==> config.mk <==
export PLATFORM = sky130hd
export DESIGN_NAME = tcp_ipv4_checksum_offload_core
export DESIGN_NICKNAME = d
export VERILOG_FILES = /design/src/rtl/tcpcso_pkg.sv /design/src/rtl/tcp_ipv4_checksum_offload_core.sv
export VERILOG_INCLUDE_DIRS = /design/src /design/src/rtl
export SDC_FILE = /design/constraint.sdc
export NUM_CORES = 1
export LEC_CHECK = 0
export BUFFER_PORTS_ARGS = -buffer_cell sky130_fd_sc_hd__clkbuf_2
export CAP_MARGIN = 20
export CORE_ASPECT_RATIO = 1.25
export CORE_UTILIZATION = 55
export DETAILED_ROUTE_END_ITERATION = 8
export GPL_TIMING_DRIVEN = 0
export HOLD_SLACK_MARGIN = 0.08
export PLACE_DENSITY = 0.72
export SETUP_SLACK_MARGIN = 0.3
export SLEW_MARGIN = 20
export SYNTH_ARGS = -nofsm -noshare
export SYNTH_HDL_FRONTEND = slang
export SYNTH_SLANG_ARGS = --single-unit
==> constraint.sdc <==
create_clock -name clk -period 13.6 [get_ports clk]
set_clock_uncertainty 0.15 [all_clocks]
set_input_delay 0.68 -clock clk [delete_from_list [all_inputs] [get_ports clk]]
set_output_delay 0.68 -clock clk [all_outputs]
set_load 0.01 [all_outputs]
==> src/rtl/tcp_ipv4_checksum_offload_core_defines.svh <==
// Assertion macros for the TCP/IPv4 checksum offload core.
// Included by the RTL files that carry concurrent assertions; no other dependencies.
`ifndef TCP_IPV4_CHECKSUM_OFFLOAD_CORE_DEFINES_SVH
`define TCP_IPV4_CHECKSUM_OFFLOAD_CORE_DEFINES_SVH
`ifndef SYNTHESIS
// same-cycle implication
`define CSO_ASSERT_IMPL(label, clk, rst_n, ante, cons) \
  label: assert property (@(posedge clk) disable iff (!rst_n) (ante) |-> (cons)) \
    else $error("checksum core assertion failed");
// next-cycle implication
`define CSO_ASSERT_NEXT(label, clk, rst_n, ante, cons) \
  label: assert property (@(posedge clk) disable iff (!rst_n) (ante) |=> (cons)) \
    else $error("checksum core assertion failed");
`else
`define CSO_ASSERT_IMPL(label, clk, rst_n, ante, cons)
`define CSO_ASSERT_NEXT(label, clk, rst_n, ante, cons)
`endif
`endif

==> src/rtl/tcpcso_pkg.sv <==
// Shared types, register codes, header constants and the checksum fold helper
// for the TCP/IPv4 checksum offload core. No dependencies.
package tcpcso_pkg;

  // input item: one payload byte with its qualifiers
  typedef struct packed {
    logic [7:0] payload_byte;
    logic       byte_valid;
    logic       last;
  } in_item_t;

  // result item: checksums and length of one segment
  typedef struct packed {
    logic [15:0] ip_checksum;
    logic [15:0] tcp_checksum;
    logic [15:0] total_length;
    logic        length_error;
  } out_item_t;

  localparam int CFG_DATA_W = 32;

  // configuration register indexes
  typedef enum logic [1:0] {
    CFG_SOURCE_ADDRESS = 2'd0,
    CFG_DEST_ADDRESS   = 2'd1,
    CFG_SOURCE_PORT    = 2'd2,
    CFG_DEST_PORT      = 2'd3
  } cfg_index_t;

  // IPv4 fixed words: 0x4500, id 111, ttl 111 with protocol 6
  localparam logic [15:0] IP_HDR_CONST  = 16'hB475;
  // TCP fixed words: seq 111, ack 111, offset/SYN 0x5002, window 100,
  // plus the pseudo-header protocol word 6
  localparam logic [15:0] TCP_HDR_CONST = 16'h514A;

  localparam logic [16:0] COUNT_MAX   = 17'h1FFFF;
  localparam logic [16:0] MAX_PAYLOAD = 17'd65495;
  localparam logic [15:0] HDR_LEN     = 16'd40;
  localparam logic [15:0] TCP_HDR_LEN = 16'd20;
  localparam logic [15:0] TOTAL_SAT   = 16'hFFFF;
  localparam logic [15:0] SEG_SAT     = 16'd65515;

  // Fold a nonzero sum of up to eight 16-bit words with end-around carry.
  function automatic logic [15:0] fold19(input logic [18:0] x);
    logic [16:0] f;
    f = {1'b0, x[15:0]} + {14'b0, x[18:16]};
    return f[15:0] + {15'b0, f[16]};
  endfunction

endpackage

==> src/rtl/tcp_ipv4_checksum_offload_core.sv <==
// TCP/IPv4 checksum offload core: folds payload bytes, emits IP/TCP checksums.
// Depends on tcpcso_pkg and tcp_ipv4_checksum_offload_core_defines.svh.
// A last item's result is built from the input register into out_data_r.
// Throughput: one item per cycle; the input register only stalls when it holds
// a last item and the result register is still waiting to be taken.
// Reset (rst_n low, synchronous) clears config, accumulator and valid flags.
`include "tcp_ipv4_checksum_offload_core_defines.svh"

module tcp_ipv4_checksum_offload_core
  import tcpcso_pkg::*;
(
  input  logic                  clk,
  input  logic                  rst_n,
  input  logic                  cfg_we,
  input  cfg_index_t            cfg_index,
  input  logic [CFG_DATA_W-1:0] cfg_wdata,
  input  logic                  in_valid,
  output logic                  in_ready,
  input  in_item_t              in_data,
  output logic                  out_valid,
  input  logic                  out_ready,
  output out_item_t             out_data
);

  logic [31:0] src_addr_r, dst_addr_r;
  logic [15:0] src_port_r, dst_port_r;
  logic [15:0] cfg_ip_r, cfg_tcp_r;
  logic [15:0] cfg_ip_nxt, cfg_tcp_nxt;

  logic        s1_valid_r, s1_valid_nxt;
  in_item_t    s1_data_r;
  logic        s1_adv, out_free;

  logic [15:0] run_r, run_nxt;
  logic [16:0] count_r, count_nxt;
  logic [7:0]  hold_r, hold_nxt;
  logic        odd_r, odd_nxt;

  logic        out_valid_r, out_valid_nxt;
  out_item_t   out_data_r, out_data_nxt;

  logic [16:0] pair_sum, cnt_inc, cnt_now;
  logic [15:0] extra_w, total_len, seg_len, ip_sum, tcp_sum;
  logic        len_err;

  // write configuration registers
  always_ff @(posedge clk) begin
    if (!rst_n) begin
      src_addr_r <= '0;
      dst_addr_r <= '0;
      src_port_r <= '0;
      dst_port_r <= '0;
    end else if (cfg_we) begin
      unique case (cfg_index)
        CFG_SOURCE_ADDRESS: src_addr_r <= cfg_wdata;
        CFG_DEST_ADDRESS:   dst_addr_r <= cfg_wdata;
        CFG_SOURCE_PORT:    src_port_r <= cfg_wdata[15:0];
        CFG_DEST_PORT:      dst_port_r <= cfg_wdata[15:0];
      endcase
    end
  end

  // precompute the header sums that depend only on configuration
  always_comb begin
    cfg_ip_nxt  = fold19({3'b0, IP_HDR_CONST}
                         + {3'b0, src_addr_r[31:16]} + {3'b0, src_addr_r[15:0]}
                         + {3'b0, dst_addr_r[31:16]} + {3'b0, dst_addr_r[15:0]});
    cfg_tcp_nxt = fold19({3'b0, TCP_HDR_CONST}
                         + {3'b0, src_addr_r[31:16]} + {3'b0, src_addr_r[15:0]}
                         + {3'b0, dst_addr_r[31:16]} + {3'b0, dst_addr_r[15:0]}
                         + {3'b0, src_port_r} + {3'b0, dst_port_r});
  end

  always_ff @(posedge clk) begin
    if (!rst_n) begin
      cfg_ip_r  <= IP_HDR_CONST;
      cfg_tcp_r <= TCP_HDR_CONST;
    end else begin
      cfg_ip_r  <= cfg_ip_nxt;
      cfg_tcp_r <= cfg_tcp_nxt;
    end
  end

  // handshake: only a last item waits on the result register
  assign out_free = !out_valid_r || out_ready;
  assign s1_adv   = s1_valid_r && (!s1_data_r.last || out_free);
  assign in_ready = !s1_valid_r || s1_adv;

  // accumulate payload and build the result
  always_comb begin
    run_nxt       = run_r;
    count_nxt     = count_r;
    hold_nxt      = hold_r;
    odd_nxt       = odd_r;
    out_data_nxt  = out_data_r;
    out_valid_nxt = out_valid_r && !out_ready;

    pair_sum = {1'b0, run_r} + {1'b0, hold_r, s1_data_r.payload_byte};
    cnt_inc  = (count_r != COUNT_MAX) ? count_r + 17'd1 : count_r;
    cnt_now  = s1_data_r.byte_valid ? cnt_inc : count_r;

    // word still pending at the end of the payload, padded low byte
    case ({s1_data_r.byte_valid, odd_r})
      2'b11:   extra_w = {hold_r, s1_data_r.payload_byte};
      2'b10:   extra_w = {s1_data_r.payload_byte, 8'h00};
      2'b01:   extra_w = {hold_r, 8'h00};
      default: extra_w = 16'h0000;
    endcase

    len_err   = cnt_now > MAX_PAYLOAD;
    total_len = len_err ? TOTAL_SAT : HDR_LEN + cnt_now[15:0];
    seg_len   = len_err ? SEG_SAT : TCP_HDR_LEN + cnt_now[15:0];
    ip_sum    = fold19({3'b0, cfg_ip_r} + {3'b0, total_len});
    tcp_sum   = fold19({3'b0, run_r} + {3'b0, extra_w}
                       + {3'b0, cfg_tcp_r} + {3'b0, seg_len});

    if (s1_adv) begin
      if (s1_data_r.last) begin
        out_valid_nxt             = 1'b1;
        out_data_nxt.ip_checksum  = ~ip_sum;
        out_data_nxt.tcp_checksum = ~tcp_sum;
        out_data_nxt.total_length = total_len;
        out_data_nxt.length_error = len_err;
        run_nxt   = '0;
        count_nxt = '0;
        hold_nxt  = '0;
        odd_nxt   = 1'b0;
      end else if (s1_data_r.byte_valid) begin
        count_nxt = cnt_inc;
        if (!odd_r) begin
          hold_nxt = s1_data_r.payload_byte;
          odd_nxt  = 1'b1;
        end else begin
          run_nxt = pair_sum[15:0] + {15'b0, pair_sum[16]};
          odd_nxt = 1'b0;
        end
      end
    end

    s1_valid_nxt = (in_valid && in_ready) || (s1_valid_r && !s1_adv);
  end

  // control and accumulator state
  always_ff @(posedge clk) begin
    if (!rst_n) begin
      s1_valid_r  <= 1'b0;
      out_valid_r <= 1'b0;
      run_r       <= '0;
      count_r     <= '0;
      hold_r      <= '0;
      odd_r       <= 1'b0;
    end else begin
      s1_valid_r  <= s1_valid_nxt;
      out_valid_r <= out_valid_nxt;
      run_r       <= run_nxt;
      count_r     <= count_nxt;
      hold_r      <= hold_nxt;
      odd_r       <= odd_nxt;
    end
  end

  // payload registers: capture input on transfer, result when built
  always_ff @(posedge clk) begin
    if (in_valid && in_ready) begin
      s1_data_r <= in_data;
    end
    out_data_r <= out_data_nxt;
  end

  assign out_valid = out_valid_r;
  assign out_data  = out_data_r;

  // a non-last item never leaves a result behind
  `CSO_ASSERT_NEXT(a_no_result_without_last, clk, rst_n,
                   s1_valid_r && !s1_data_r.last && out_free, !out_valid_r)
  // accumulator is cleared after a segment closes
  `CSO_ASSERT_NEXT(a_clear_after_last, clk, rst_n, s1_adv && s1_data_r.last,
                   run_r == 16'h0000 && count_r == 17'h00000 && !odd_r)
  // input stalls only behind a waiting result
  `CSO_ASSERT_IMPL(a_stall_cause, clk, rst_n, !in_ready,
                   s1_valid_r && s1_data_r.last && out_valid_r && !out_ready)
  // oversized payload reports a saturated length
  `CSO_ASSERT_IMPL(a_len_error_sat, clk, rst_n, out_valid_r && out_data_r.length_error,
                   out_data_r.total_length == TOTAL_SAT)

endmodule

* Word level (Yosys, flattened, before mapping)
Cells that the tools add are included.
Storage, ports and cells: register bits 231, word-level logic and storage cells 98
Cells by class: $add $sub $neg 27, magnitude comparators 1, equal/unequal tests 8, muxes and demuxes 17, bitwise operators 2, reduce and logical (&&, ||, !) cells 24
Operator list (count):
- 16-bit by 1-bit adder with 16-bit output | 5
- 16-bit 2-to-1 mux | 5
- 19-bit by 16-bit adder with 19-bit output | 4
- 18-bit by 16-bit adder with 19-bit output | 3
- 17-bit by 16-bit adder with 18-bit output | 3
- 16-bit by 16-bit adder with 17-bit output | 3
- 16-bit by 3-bit adder with 17-bit output | 3
- 17-bit 2-to-1 mux | 3
- 16-bit one-hot mux with 3 select lines | 1
- 16-bit inverter | 2
- 8-bit 2-to-1 mux | 3
- 15-bit by 16-bit adder with 17-bit output (first input constant) | 1
- 16-bit by 1-bit adder with 17-bit output | 1
- 16-bit by 16-bit adder with 17-bit output (first input constant) | 1
- 17-bit by 1-bit adder with 17-bit output (second input constant) | 1
- 17-bit by 16-bit > comparator with 1-bit output (second input constant) | 1
- 17-bit != test (second input constant) | 1
- 5-bit by 16-bit adder with 16-bit output (first input constant) | 1
- 6-bit by 16-bit adder with 16-bit output (first input constant) | 1
- 2-bit AND reduction | 6
- 2-bit equality test (second input constant) | 4
- 3-bit AND reduction | 2
- 1-bit zero test | 5
- 1-bit 2-to-1 mux | 5
- other kinds (6) | 14

* Depth between registers and ports, before layout
depth after elaboration 9, mapped depth 42, gate-level depth less buffers 39

* Least setup slack after synthesis
Ideal clock, no wire load.
path kind flip-flop to flip-flop, start point reg count_r[10], end point reg out_data_r (netlist bit out_data[29]) (data pin), arrival 7.842 ns, setup slack 5.342 ns, cell stages (with the launch flop) 42, path buffers 4, cell sequence dfxtp_1 > buf_2 > and4_1 > clkbuf_1 > and4_1 > clkbuf_1 > a21oi_2 > and4_1 > xnor2_1 > or2_1 > inv_1 > nand4_1 > o31a_1 > buf_2 > nor2b_1 > fa_1 > ha_1 > a211oi_4 > (+6 left out) > a21oi_1 > xnor2_1 > ha_1 > fa_1 > nand2_1 > nor3b_4 > nand2_2 > nor3b_1 > nand4_1 > nor3_1 > ha_1 > ha_1 > nand3_1 > nor2_1 > nand2_1 > or4b_4 > a21boi_2 > xor2_1
On the way: longest elaborated chain between the ends 9
RTL lines:
- start: declaration | line tcp_ipv4_checksum_offload_core.sv:35 | logic [16:0] count_r, count_nxt;
- start signal: assignment | line tcp_ipv4_checksum_offload_core.sv:156 | count_r <= count_nxt;
- 17-bit by 1-bit adder with 17-bit output / 17-bit != test (equally long branches) | line tcp_ipv4_checksum_offload_core.sv:99 | cnt_inc = (count_r != COUNT_MAX) ? count_r + 17'd1 : count_r;
- 17-bit 2-to-1 mux | line tcp_ipv4_checksum_offload_core.sv:99
- 17-bit 2-to-1 mux (*)
- 5-bit by 16-bit adder with 16-bit output / 17-bit by 16-bit > comparator with 1-bit output (equally long branches) | line tcp_ipv4_checksum_offload_core.sv:112, tcp_ipv4_checksum_offload_core.sv:110
- 16-bit 2-to-1 mux (*) | line tcp_ipv4_checksum_offload_core.sv:112 | seg_len = len_err ? SEG_SAT : TCP_HDR_LEN + cnt_now[15:0];
- 18-bit by 16-bit adder with 19-bit output (*) | line tcp_ipv4_checksum_offload_core.sv:115 | + {3'b0, cfg_tcp_r} + {3'b0, seg_len});
- 16-bit by 3-bit adder with 17-bit output (*) | line tcpcso_pkg.sv:46 | f = {1'b0, x[15:0]} + {14'b0, x[18:16]};
- 16-bit by 1-bit adder with 16-bit output (*) | line tcpcso_pkg.sv:47 | return f[15:0] + {15'b0, f[16]};
- 16-bit inverter (*) | line tcp_ipv4_checksum_offload_core.sv:121 | out_data_nxt.tcp_checksum = ~tcp_sum;
- end signal: assignment | line tcp_ipv4_checksum_offload_core.sv:167 | out_data_r <= out_data_nxt;
- end: declaration | line tcp_ipv4_checksum_offload_core.sv:40 | out_item_t out_data_r, out_data_nxt;
Every way passes the cells marked *; elsewhere a longest branch is shown, timed or not. A chain may end at the register's enable or synchronous reset.

* Worst setup path after layout
start point reg count_r[10], end point reg out_data_r (netlist bit out_data[45]) (data pin)
On the way: longest elaborated chain between the ends 9
RTL lines:
- 17-bit by 1-bit adder with 17-bit output / 17-bit != test (equally long branches) | line tcp_ipv4_checksum_offload_core.sv:99
- 17-bit 2-to-1 mux | line tcp_ipv4_checksum_offload_core.sv:99
- 17-bit 2-to-1 mux (*)
- 6-bit by 16-bit adder with 16-bit output / 17-bit by 16-bit > comparator with 1-bit output (equally long branches) | line tcp_ipv4_checksum_offload_core.sv:111, tcp_ipv4_checksum_offload_core.sv:110
- 16-bit 2-to-1 mux (*) | line tcp_ipv4_checksum_offload_core.sv:111 | total_len = len_err ? TOTAL_SAT : HDR_LEN + cnt_now[15:0];
- 16-bit by 16-bit adder with 17-bit output (*) | line tcp_ipv4_checksum_offload_core.sv:113 | ip_sum = fold19({3'b0, cfg_ip_r} + {3'b0, total_len});
- 16-bit by 1-bit adder with 17-bit output (*) | line tcpcso_pkg.sv:46
- 16-bit by 1-bit adder with 16-bit output (*) | line tcpcso_pkg.sv:47
- 16-bit inverter (*) | line tcp_ipv4_checksum_offload_core.sv:120 | out_data_nxt.ip_checksum = ~ip_sum;
Marks and branches as above.

==> results.sh <==
export IMPL_fin_ws_ns=3.449
export IMPL_rsz0062_at_grt="no"
export IMPL_min_to="s1_data_r[0]"
export IMPL_ant_nets=0
export IMPL_totalWireLength_microns=49060
export IMPL_grt_pass1_vias=15540
export IMPL_ys_async_sr_fraction_pct=0
export IMPL_clk_pin_slew_ns=0.07
export IMPL_status="complete, no violations"
export IMPL_ctsHoldBuffers=0
export IMPL_grtUsageTotal_pct=28.51
export IMPL_tritoncts="built"
export IMPL_grt_pass1_wl_microns=79010
export IMPL_layout_worst_path_cycle_share_pct=74.64
export IMPL_r2r_start="count_r[10]"
export IMPL_min_period_ns=10.15
export IMPL_syn_cell_area_sq_mm=0.01875
export IMPL_finalWeightedCongestion=0.9423
export IMPL_worstHoldPathCells=1
export IMPL_wire_per_inst_microns=18.09
export IMPL_fin_util_pct=61.33
export IMPL_dp_cells=2669
export IMPL_worst_pin_slew_ns=0.9582
export IMPL_antenna_found_initial=0
export IMPL_ys_seq_area_share_pct=27.82
export IMPL_critPathMaxStageDelay_ns=0.52
export IMPL_start_util_pct=55.81
export IMPL_layout_commonest_cell="nand2_1"
export IMPL_crit_type="reg2reg"
export IMPL_critPathArrivalTime_ns=10.28
export IMPL_synth_area_leaders="dfxtp_1 18%, fa_1 14%, edfxtp_1 9.5%, ha_1 9.4%, nand2_1 6.9%"
export IMPL_grt_overflow_total=0
export IMPL_grt_max_degree=28
export IMPL_drc_errors=0
export IMPL_n_antenna_cell=0
export IMPL_synth_seq_cells=231
export IMPL_synth_edf_count=59
export IMPL_dpl_hpwl_microns=40030
export IMPL_relSlewSlack_pct=35.98
export IMPL_fin_nets=2590
export IMPL_start_kind="flop"
export IMPL_area_growth_syn_to_layout_pct=9.897
export IMPL_crit_path_frequent_cell="ha_1"
export IMPL_layout_drive_gt1_share_pct=8.304
export IMPL_crit_path_top_delay_cell="nor4_1"
export IMPL_syn_inst=2146
export IMPL_setup_tns_ns=0
export IMPL_path_max_fanout=10
export IMPL_die_w_microns=167.1
export IMPL_yosysUniqueCellTypes=96
export IMPL_setup_viol=0
export IMPL_num_vias=15790
export IMPL_synth_top_area_cell="dfxtp_1"
export IMPL_clock_latency_ns=0.56
export IMPL_r2r_setup_slack_ns=3.45
export IMPL_die_h_microns=208.4
export IMPL_dieArea_sq_mm=0.03483
export IMPL_synth_ff_type="dfxtp_1"
export IMPL_dp_slack_ns=3.523
export IMPL_reg2reg_depth=41
export IMPL_htree_levels=1
export IMPL_avgSynthCellArea_sq_um=8.736
export IMPL_drt_first_iter_violations=921
export IMPL_coreArea_sq_mm=0.03359
export IMPL_drv_slew=0
export IMPL_cts_max_path_buffers=3
export IMPL_worstPathRequired_ns=13.73
export IMPL_max_cap_violations=0
export IMPL_reg2reg_to="out_data[45]"
export IMPL_ys_warn_count=0
export IMPL_syn_nets=2464
export IMPL_drt_first_pass_iters=7
export IMPL_post_cts_setup_buffer_count=0
export IMPL_layout_common_cells="343 x nand2_1, 197 x a21oi_1, 172 x dfxtp_1"
export IMPL_fillers=2955
export IMPL_portBuffers=99
export IMPL_avgViaCountPerCell=5.823
export IMPL_leakagePower_nw=8.777
export IMPL_clock_sinks=231
export IMPL_ir_drop_mv=0.1001
export IMPL_p_per_area_mw_per_mm2=112.1
export IMPL_worstHoldStart="in_data[0]"
export IMPL_cp_end_kind="flop"
export IMPL_max_freq_ghz=0.09851
export IMPL_row_count=75
export IMPL_synth_top_area_share_pct=18.37
export IMPL_cts_resized=0
export IMPL_finalHoldViolCount=0
export IMPL_io_pin_count=100
export IMPL_hold_path_class="in2reg"
export IMPL_layoutNonFillerInstCount=2711
export IMPL_cts_root_buf="clkbuf_16"
export IMPL_cts_buffers=24
## sequential cells by signal (all words and copies together) (netlist names), 8 cells and up
name,count
cfg_tcp_r,16
hold_r,8
src_port_r,16
count_r,17
cfg_ip_r,16
dst_port_r,16
out_data,49
s1_data_r,10
dst_addr_r,32
src_addr_r,32
run_r,16
## synthesized netlist by cell type (all sizes together) (12+ instances only)
master  instances
nor3b          13
fa            128
edfxtp         59
xnor2         103
nand2b         23
a211oi         13
o211ai         12
and3           29
a21oi         198
dfxtp         172
or2            12
ha            141
nor3           38
inv           125
a22oi          17
xor2           74
nor2b          19
nand2         344
nor4           19
nand3          62
clkbuf         82
and2           24
nor2          112
o21ai         104
a21o           34
or3            17
## metrics by stage
step | instance area [sq um] | power [mW] | hold WS (ns)
2_1_floorplan | 18750 | 1.441 | 0.2863
3_3_place_gp | 19770 | 1.615 | 0.2938
3_5_place_dp | 19810 | 1.638 | 0.2992
4_1_cts | 20600 | 2.316 | 0.1367
5_1_grt | 20600 | 2.449 | 0.1459
6_report | 20600 | 2.310 | 0.1489
## worst max path at each step
stage | start | to | cells after the start
floorplan | count_r[10] | out_data[29] | 41
global placement | count_r[3] | out_data[45] | 41
detailed placement | count_r[10] | out_data[45] | 41
CTS | count_r[10] | out_data[45] | 41
global route | count_r[8] | out_data[45] | 40
finish | count_r[10] | out_data[45] | 41
## layout make-up
class	instances	area [sq um]	area share (%)
buffer	88	340.3	1.652
inverter	125	469.2	2.277
clock inverter	7	90.09	0.4372
clock buffer	35	705.7	3.425
multi-input combinational	1702	12730	61.79
sequential	231	5215	25.31
timing repair buffer	100	523.0	2.538
tap	423	529.3	2.569
## per-layer routing
metal	vias up	routed length [microns]	track usage, %
li1	7690	-	-
met1	7512	19170	32.39
met2	463	25380	53.35
met3	121	2288	2.606
met4	0	2221	13.57
met5	-	0	0
## cells by family after synthesis
group                      after synthesis  share of synthesized area (%)
muxes                                    8                         0.4671
buffers and inverters                  213                          4.318
DFF                                    231                          27.82
xor gates and xnor gates               178                          8.389
AOI/OAI and AO/OA                      481                          15.92
and+or+nand+nor                        765                          19.96
adders and majority gates              270                          23.13
## power by group
| group | switching, mW | internal, mW | leakage [nW] |
|---|---|---|---|
| logic | 0.502 | 0.340 | 6.42 |
| registers | 0.0321 | 0.761 | 1.96 |
| clock network | 0.278 | 0.397 | 0.395 |
| total | 0.812 | 1.50 | 8.78 |
## critical path: cells and delay by family (launching register included)
kind                       cells  cell delay [ns]
AOI/OAI and AO/OA             10             2.36
xor gates and xnor gates       1             0.08
adders and majority gates      6             1.63
buffers and inverters          7             1.34
and+or+nand+nor               17             4.02
DFF                            1             0.30
Note: power is estimated with default switching activity, not from simulation.
